$ cat src/sv/assert_macros.svh
// Assertion helpers, clocked on clk and quiet while rst is high.
`ifndef ASSERT_MACROS_SVH
`define ASSERT_MACROS_SVH

// expr must hold at every clock edge.
`define AST_ALWAYS(label, expr, msg) \
  label: assert property (@(posedge clk) disable iff (rst) (expr)) else $error(msg);

// cons must hold on the edge after ante.
`define AST_NEXT(label, ante, cons, msg) \
  label: assert property (@(posedge clk) disable iff (rst) (ante) |=> (cons)) else $error(msg);

`endif

$ cat src/sv/lkv_pkg.sv
package lkv_pkg;

  localparam int MAX_ENTRIES = 16;
  localparam int IDX_W       = $clog2(MAX_ENTRIES);
  localparam int CNT_W       = $clog2(MAX_ENTRIES + 1);
  localparam int CFG_W       = 5;
  localparam int PADDR_W     = 3;

  localparam logic [0:0] REG_ACTIVE_ENTRIES = 1'b0;

  localparam logic KIND_LOOKUP = 1'b0;
  localparam logic KIND_WRITE  = 1'b1;

  typedef struct packed {
    logic               kind;
    logic signed [31:0] lookup_key;
    logic signed [31:0] write_data;
  } req_t;

  typedef struct packed {
    logic               hit;
    logic signed [31:0] read_data;
  } res_t;

  typedef struct packed {
    logic               valid;
    logic signed [31:0] key;
    logic signed [31:0] data;
  } entry_t;

  typedef struct packed {
    logic shift;
    logic kill;
  } cell_ctl_t;

  // Zero acts as one, anything past the store saturates.
  function automatic logic [CNT_W-1:0] cap_of(input logic [CFG_W-1:0] v);
    logic [CNT_W-1:0] c;
    if (v == '0) begin
      c = CNT_W'(1);
    end else if (32'(v) > MAX_ENTRIES) begin
      c = CNT_W'(MAX_ENTRIES);
    end else begin
      c = CNT_W'(v);
    end
    return c;
  endfunction

endpackage

$ cat src/sv/lkv_cell.sv
module lkv_cell (
  input  logic               clk,
  input  logic               rst,
  input  lkv_pkg::entry_t    prev,
  input  lkv_pkg::cell_ctl_t ctl,
  input  logic signed [31:0] probe,
  output lkv_pkg::entry_t    entry,
  output logic               match
);
  import lkv_pkg::*;

  logic               valid;
  logic signed [31:0] key;
  logic signed [31:0] data;

  always_ff @(posedge clk) begin
    if (rst) begin
      valid <= 1'b0;
    end else if (ctl.kill) begin
      valid <= 1'b0;
    end else if (ctl.shift) begin
      valid <= prev.valid;
    end
  end

  always_ff @(posedge clk) begin
    if (ctl.shift) begin
      key  <= prev.key;
      data <= prev.data;
    end
  end

  assign entry = '{valid: valid, key: key, data: data};
  assign match = valid && (key == probe);

endmodule

$ cat src/sv/lru_key_value_cache.sv
// LRU key/value cache, 16 entries, fully associative. A word is taken when
// start is high and busy is low; busy then stays high in the RUN state, and
// the result is on result with result_valid high for exactly one cycle right
// after it; busy is low again then, so a new word can be taken. The receiver
// cannot stall: result must be taken in that cycle. Entries sit in a chain of
// cells ordered by recency (cell 0 most recent); in the cycle after acceptance
// every cell compares its key, and one shift step of the chain moves the
// touched or new entry to the head. A capacity write (active_entries, 0 acts
// as 1, above 16 as 16; a read returns the value as written) drops the least
// recent entries beyond the new capacity at once.
module lru_key_value_cache (
  input  logic                        clk,
  input  logic                        rst,
  input  logic                        start,
  output logic                        busy,
  input  lkv_pkg::req_t               request,
  output logic                        result_valid,
  output lkv_pkg::res_t               result,
  input  logic                        psel,
  input  logic                        penable,
  input  logic                        pwrite,
  input  logic [lkv_pkg::PADDR_W-1:0] paddr,
  input  logic [31:0]                 pwdata,
  output logic [31:0]                 prdata,
  output logic                        pready
);
  import lkv_pkg::*;

  typedef enum logic {IDLE, RUN} state_t;

  state_t             state;
  req_t               req;
  logic [CFG_W-1:0]   active_entries;
  logic [CNT_W-1:0]   fill_count;
  logic [CNT_W-1:0]   cap_now;
  logic [CNT_W-1:0]   cap_new;
  logic               cfg_wr;

  entry_t             cells   [MAX_ENTRIES];
  entry_t             chain_in[MAX_ENTRIES];
  cell_ctl_t          ctl     [MAX_ENTRIES];
  logic [MAX_ENTRIES-1:0] match;
  logic [MAX_ENTRIES-1:0] valid_vec;

  logic               any_hit;
  logic [IDX_W-1:0]   hit_pos;
  logic signed [31:0] hit_data;
  logic [IDX_W-1:0]   lim;
  logic               do_op;
  logic               is_write;
  logic               has_room;
  entry_t             head;

  assign pready  = 1'b1;
  assign prdata  = 32'(active_entries);
  assign cfg_wr  = psel && penable && pwrite && pready &&
                   (paddr[PADDR_W-1:2] == REG_ACTIVE_ENTRIES);
  assign cap_now = cap_of(active_entries);
  assign cap_new = cap_of(pwdata[CFG_W-1:0]);

  always_comb begin
    hit_pos  = '0;
    hit_data = '0;
    for (int i = MAX_ENTRIES - 1; i >= 0; i--) begin
      if (match[i]) begin
        hit_pos = IDX_W'(i);
      end
    end
    // keys are unique, so at most one cell matches
    for (int i = 0; i < MAX_ENTRIES; i++) begin
      if (match[i]) begin
        hit_data = hit_data | cells[i].data;
      end
    end
  end

  assign any_hit  = |match;
  assign is_write = (req.kind == KIND_WRITE);
  assign has_room = (fill_count < cap_now);
  assign do_op    = (state == RUN) && (any_hit || is_write);

  // last cell that takes from its neighbor
  always_comb begin
    if (any_hit) begin
      lim = hit_pos;
    end else if (has_room) begin
      lim = fill_count[IDX_W-1:0];
    end else begin
      lim = IDX_W'(fill_count - CNT_W'(1));
    end
  end

  always_comb begin
    head.valid = 1'b1;
    head.key   = req.lookup_key;
    head.data  = is_write ? req.write_data : hit_data;
  end

  for (genvar j = 0; j < MAX_ENTRIES; j++) begin : g_cell
    if (j == 0) begin : g_head
      assign chain_in[j] = head;
      assign ctl[j].shift = do_op;
    end else begin : g_body
      assign chain_in[j] = cells[j-1];
      assign ctl[j].shift = do_op && (IDX_W'(j) <= lim);
    end
    assign ctl[j].kill = cfg_wr && (CNT_W'(j) >= cap_new);
    assign valid_vec[j] = cells[j].valid;

    lkv_cell u_cell (
      .clk   (clk),
      .rst   (rst),
      .prev  (chain_in[j]),
      .ctl   (ctl[j]),
      .probe (req.lookup_key),
      .entry (cells[j]),
      .match (match[j])
    );
  end

  always_ff @(posedge clk) begin
    if (rst) begin
      state          <= IDLE;
      busy           <= 1'b0;
      result_valid   <= 1'b0;
      fill_count     <= '0;
      active_entries <= CFG_W'(MAX_ENTRIES);
    end else begin
      if (cfg_wr) begin
        active_entries <= pwdata[CFG_W-1:0];
        if (fill_count > cap_new) begin
          fill_count <= cap_new;
        end
      end
      unique case (state)
        IDLE: begin
          result_valid <= 1'b0;
          if (start) begin
            state <= RUN;
            busy  <= 1'b1;
            req   <= request;
          end
        end
        RUN: begin
          state          <= IDLE;
          busy           <= 1'b0;
          result_valid   <= 1'b1;
          result.hit     <= any_hit;
          if (is_write) begin
            result.read_data <= '0;
          end else if (any_hit) begin
            result.read_data <= hit_data;
          end else begin
            result.read_data <= '1;
          end
          if (is_write && !any_hit && has_room) begin
            fill_count <= fill_count + CNT_W'(1);
          end
        end
        default: state <= IDLE;
      endcase
    end
  end

`include "assert_macros.svh"

  `AST_ALWAYS(a_fill_cap, fill_count <= cap_now, "fill count above capacity")
  `AST_ALWAYS(a_fill_valid, $countones(valid_vec) == fill_count, "fill count off")
  `AST_ALWAYS(a_strobe_idle, !(result_valid && busy), "result while busy")
  `AST_NEXT(a_accept_busy, start && !busy, busy && !result_valid, "accept not taken")

endmodule

$ cat config.mk
export PLATFORM = sky130hd
export DESIGN_NAME = lru_key_value_cache
export DESIGN_NICKNAME = d
export VERILOG_FILES = /design/src/sv/lkv_pkg.sv /design/src/sv/lkv_cell.sv /design/src/sv/lru_key_value_cache.sv
export VERILOG_INCLUDE_DIRS = /design/src /design/src/sv
export SDC_FILE = /design/constraint.sdc
export NUM_CORES = 1
export LEC_CHECK = 0
export BUFFER_PORTS_ARGS = -buffer_cell sky130_fd_sc_hd__buf_2
export CAP_MARGIN = 20
export CORE_ASPECT_RATIO = 1.75
export CORE_UTILIZATION = 35
export DETAILED_ROUTE_END_ITERATION = 8
export SLEW_MARGIN = 30
export SYNTH_ARGS = -nofsm -noshare
export SYNTH_HDL_FRONTEND = slang
export SYNTH_HIERARCHICAL = 1
export SYNTH_SLANG_ARGS = --single-unit
$ cat constraint.sdc
create_clock -name clk -period 11.85 [get_ports clk]
set_input_delay 1.185 -clock clk [delete_from_list [all_inputs] [get_ports clk]]
set_output_delay 1.185 -clock clk [all_outputs]
set_load 0.05 [all_outputs]
Word level (Yosys, flattened, before mapping)
Cells that the tools add are included.
{"block": "totals", "elab_cells": 255, "ff_bits": 1151}
{"block": "op_classes", "n_eq_ne": 17, "addsub": 2, "n_lt_le_gt_ge": 35, "n_bitwise": 18, "mux": 49, "n_reduce_logical": 76}
{"op": "two-way mux 32 bit", "n": 18}
{"op": "equality test 32 bit", "n": 16}
{"op": "bitwise OR 32 bit", "n": 15}
{"op": "two-way mux 4 bit", "n": 18}
{"op": "logical AND 1 bit", "n": 53}
{"op": "greater-or-equal comparator 4 x 5 -> 1 bit, first input constant", "n": 8}
{"op": "two-way mux 5 bit", "n": 8}
{"op": "less-or-equal comparator 4 bit, first input constant", "n": 8}
{"op": "OR reduction 2 bit", "n": 16}
{"op": "greater-or-equal comparator 3 x 5 -> 1 bit, first input constant", "n": 4}
{"op": "less-or-equal comparator 3 x 4 -> 1 bit, first input constant", "n": 4}
{"op": "OR reduction 16 bit", "n": 1}
{"op": "greater-or-equal comparator 1 x 5 -> 1 bit, first input constant", "n": 2}
{"op": "greater-or-equal comparator 2 x 5 -> 1 bit, first input constant", "n": 2}
{"op": "> comparator 5 bit, second input constant", "n": 2}
{"op": "zero test 5 bit", "n": 2}
{"op": "less-or-equal comparator 2 x 4 -> 1 bit, first input constant", "n": 2}
{"op": "case mux 1 bit (2 select lines)", "n": 3}
{"op": "adder 5 x 1 -> 5 bit, second input constant", "n": 1}
{"op": "> comparator 5 bit", "n": 1}
{"op": "< comparator 5 bit", "n": 1}
{"op": "less-or-equal comparator 1 x 4 -> 1 bit, first input constant", "n": 1}
{"op": "subtractor 4 x 1 -> 4 bit, second input constant", "n": 1}
{"op": "inverter 1 bit", "n": 3}
{"op": "6 further kinds", "n": 7}

Depth between registers and ports, before layout
{"block": "logic_depth", "depth_word": 34, "mapped_depth": 17, "depth_no_buf": 16}

Hierarchy
The synthesis kept the hierarchy.
{"mod": "lkv_cell", "cells_each": 112, "area_each_um2": 2319.7, "instances": 16, "seq_area_each_um2": 1941.9}
{"mod": "lru_key_value_cache", "cells_each": 847, "area_each_um2": 7947.6, "instances": 1, "seq_area_each_um2": 3203.1}

Least setup slack after synthesis
Ideal clock, no wire load.
{"block": "synth_timing", "path_kind": "reg2reg", "from": "register req (netlist bit chain_in[1021])", "to": "register g_cell[5].u_cell.valid", "arrival_time_ns": 8.380, "setup_time_ns": 0.134, "path_stages_with_launch": 16, "path_slack_ns": 3.336, "synth_period_minus_slack_ns": 8.514, "path_buffers": 1, "path_cell_list": "edfxtp_1 xor2_1 nor4_1 nand4_1 nor3_2 clkbuf_1 nor4_1 nand3_1 nor2_4 inv_2 o21ai_2 inv_2 nand2_1 o21ai_0 mux2i_1 nor3_1"}
{"element": "from (decl)", "line_no": "lru_key_value_cache.sv:32", "rtl": "req_t req;"}
{"element": "from (signal assigned)", "line_no": "lru_key_value_cache.sv:141", "rtl": "req <= request;"}
{"element": "to (signal assigned)", "line_no": "lkv_cell.sv:22", "rtl": "valid <= prev.valid;"}
{"element": "to (decl)", "line_no": "lkv_cell.sv:12", "rtl": "logic valid;"}

==> results.txt <==
The cell sitting at the root of the clock tree is a sky130_fd_sc_hd__clkbuf_16. The number of max-slew violations in the final report was 0. The flow ran to the end, and the final reports show no timing, DRC or antenna violations. In the routed design, unresolved DRC markers number 0. The required time of the critical path came out at 12.38 ns.

The arrival time reported for the critical path endpoint is approximately 7.9 ns. Summing internal, switching and leakage power gives 8.22 mW. Setup repair after global routing left no endpoint under its margin. Entering global routing, the biggest net connects 50 pins. The worst register-to-register path has a depth of 18. The critical path is of the reg -> reg type. The upper clock frequency limit is roughly 0.14 GHz. The final count of negative-setup-slack endpoints came out at 0. The H-tree was split into 3 levels. The sink count of the clock tree came out at approximately 1200. The post-synthesis average cell area came out at 17.1 um2. The worst setup path is launched from a flop. The first-iteration detailed-routing DRC count came out at approximately 1700. The final wirelength is 106 mm. The all-layer global routing usage came out at between 10% and 20%.

The clock transition at the registers of the reported paths came out at 0.06 ns. In the final routed layout, each cell accounts on average for 23.3 um. The count of endpoints failing hold in the final timing report came out at 0. The number of stages on the worst hold path is 0. IR analysis of the VDD net gives a maximum drop of between 100 and 150 uV. The min-delay analysis places its worst path in the category reg -> reg. Once detail routing completed, the nets flagged for antenna violations numbered 0. The slew of the pin with the lowest slew margin is roughly 0.99 ns. The post-placement cell area came out at 0.0478 mm2.

The pre-antenna-repair detailed-routing pass consisted of 7 iterations. In this run the standard cell core region covers approximately 0.13 mm2. The count of max-cap constraint violations came out at 0.

The setup total negative slack is 0 ns. The number of hold buffers added after CTS came out at 0. The die is about 480 um tall. The die boundary width is about 270 um. The repair_antennas step left the layout with diodes totalling 0.

In this run the cell area of the synthesized design comes to between 0.04 and 0.05 mm2. The filler cell count in the final layout came out at roughly 12000. Port buffering added between 100 and 150 buffers. The via count of the first global-routing pass is roughly 25000. The final global-route overflow total came out at 0. The final critical path takes up between 60% and 70% of the cycle. The maximum clock skew at final layout came out at 0.0662 ns. The longest clock path from root to sink contains 3 buffers. The final weighted congestion in routability-driven placement is about 0.77. The net count of the finished layout came out at 2935.

The shortest clock period the worst path allows after layout is about 7.4 ns. The latest clock arrival within the worst-skew pair is 0.73 ns. The post-cts resize count is 0. The top fanout value on the critical path is 46. The floorplan step defined a die boundary enclosing around 0.13 mm2. The I/O pin count is between 150 and 200. STA classifies the critical path endpoint as a flop.

The initial core utilization is between 30% and 40%. Buffers inserted during clock tree synthesis total ~110. The global-route wire length before repair is between 150 and 200 mm.

The detail-routed via count per cell came out at between 5 and 6. Compared with the post-synthesis result, the final layout area differs by 14.2%. The number of instances in the synthesized netlist came out at around 2600. The final design area excluding fillers is around 0.051 mm2.

The total leakage power is 17.1 nW. The number of vias in the routed layout came out at approximately 24000. The areal power density over the cells is between 150 and 200 mW/mm2. Post-CTS timing repair inserted 0 buffers for setup. The post-route netlist has 13.0% of its cells at a drive strength greater than 1.

Measured against its own limit, the worst slew margin works out to 33.9%. The number of warnings issued by yosys came out at 6. The half-perimeter wire length after placement came out at between 60 and 70 mm.

The standard-cell row count is around 170. The CTS tree is done. The final hold slack came out at around 0.42 ns. The number of antenna violations at the first check in global routing is 1.
[cell usage in the layout (no fill, tap or decap), types with 11 or more instances in the layout]
cell type / count
sky130_fd_sc_hd__edfxtp_1: 1122
sky130_fd_sc_hd__nand3_1: 102
sky130_fd_sc_hd__mux2i_1: 53
sky130_fd_sc_hd__inv_1: 43
sky130_fd_sc_hd__a22o_1: 64
sky130_fd_sc_hd__dfxtp_1: 29
sky130_fd_sc_hd__nor3_1: 39
sky130_fd_sc_hd__clkinv_1: 18
sky130_fd_sc_hd__bufinv_16: 12
sky130_fd_sc_hd__nand4_1: 18
sky130_fd_sc_hd__buf_4: 46
sky130_fd_sc_hd__xnor2_1: 18
sky130_fd_sc_hd__nand2_1: 13
sky130_fd_sc_hd__ha_1: 11
sky130_fd_sc_hd__clkinv_2: 29
sky130_fd_sc_hd__buf_2: 116
sky130_fd_sc_hd__a21oi_1: 47
sky130_fd_sc_hd__nor3_4: 16
sky130_fd_sc_hd__clkbuf_1: 16
sky130_fd_sc_hd__conb_1: 30
sky130_fd_sc_hd__nor4_1: 115
sky130_fd_sc_hd__a22oi_1: 129
sky130_fd_sc_hd__nor2_1: 55
sky130_fd_sc_hd__a221oi_1: 65
sky130_fd_sc_hd__clkbuf_16: 112
sky130_fd_sc_hd__xor2_1: 497
[worst max-delay path, cell delays in order (launching register included)]
cell                       delay [ns]
sky130_fd_sc_hd__edfxtp_1        0.90
sky130_fd_sc_hd__xor2_1          0.14
sky130_fd_sc_hd__nor4_1          0.48
sky130_fd_sc_hd__nand3_1         0.28
sky130_fd_sc_hd__nor3_4          0.17
sky130_fd_sc_hd__buf_4           0.57
sky130_fd_sc_hd__nor4_1          0.30
sky130_fd_sc_hd__nand3_1         0.23
sky130_fd_sc_hd__nor2_4          0.08
sky130_fd_sc_hd__inv_2           0.06
sky130_fd_sc_hd__o21ai_2         0.16
sky130_fd_sc_hd__inv_4           0.64
sky130_fd_sc_hd__nand2_4         0.26
sky130_fd_sc_hd__clkinv_2        0.66
sky130_fd_sc_hd__nand2_2         0.28
sky130_fd_sc_hd__nor2_4          0.82
sky130_fd_sc_hd__buf_4           0.71
sky130_fd_sc_hd__mux2i_1         0.29
sky130_fd_sc_hd__nor3_1          0.06
[layout make-up]
cell class,count,area [um2],share of cell area (%)
Sequential cell,1151,34300,66.6
Multi-Input combinational cell,1343,10300,20.0
Clock buffer,128,2860,5.56
Tap cell,1662,2080,4.04
Timing Repair Buffer,165,980,1.90
Clock inverter,75,756,1.47
Inverter,48,185,0.360
[layer usage]
metal / vias to the layer above / track usage [%] / wire (um) / share of wire [%]
met3: 218 / 2.47 / 6700 / 6.3
met5: - / 0 / 19 / 0.018
met1: 12000 / 18.4 / 38200 / 36
met4: 2 / 5.84 / 3150 / 3.0
met2: 896 / 30.5 / 58200 / 55
li1: 10500 / - / - / -
[flip-flops by register name (all words and copies together) (netlist names), 5 cells and up]
register / cells
g_cell.u_cell/data: 512
req: 32
active_entries: 5
fill_count: 5
g_cell.u_cell/valid: 16
g_cell.u_cell/key: 512
chain_in: 32
result: 33
[metrics by stage]
step / instances / util [%] / worst slack, ns
CTS: 4570 / 40.4 / 4.14
finish: 4572 / 40.4 / 4.46
global placement: 4366 / 37.5 / 4.36
global route: 4572 / 40.4 / 3.97
floorplan: 2666 / - / 3.34
detailed placement: 4367 / 37.6 / 4.18
[final timing paths]
kind	start	endpoint	slack, ns
hold / removal	g_cell[13].u_cell/key[8]	g_cell[14].u_cell/key[8]	0.42
setup reg to reg	chain_in[1030]	g_cell[15].u_cell/valid	4.46
hold reg to reg	g_cell[13].u_cell/key[8]	g_cell[14].u_cell/key[8]	0.42
setup / recovery	chain_in[1030]	g_cell[15].u_cell/valid	4.46
[power by group]
group	internal (mW)	switching [mW]	leakage, nW	total (mW)
registers	4.45	0.0440	10.4	4.49
clock network	2.00	1.56	1.76	3.56
logic	0.0579	0.112	5.02	0.170
No activity file was read; power rests on OpenSTA's default activity.
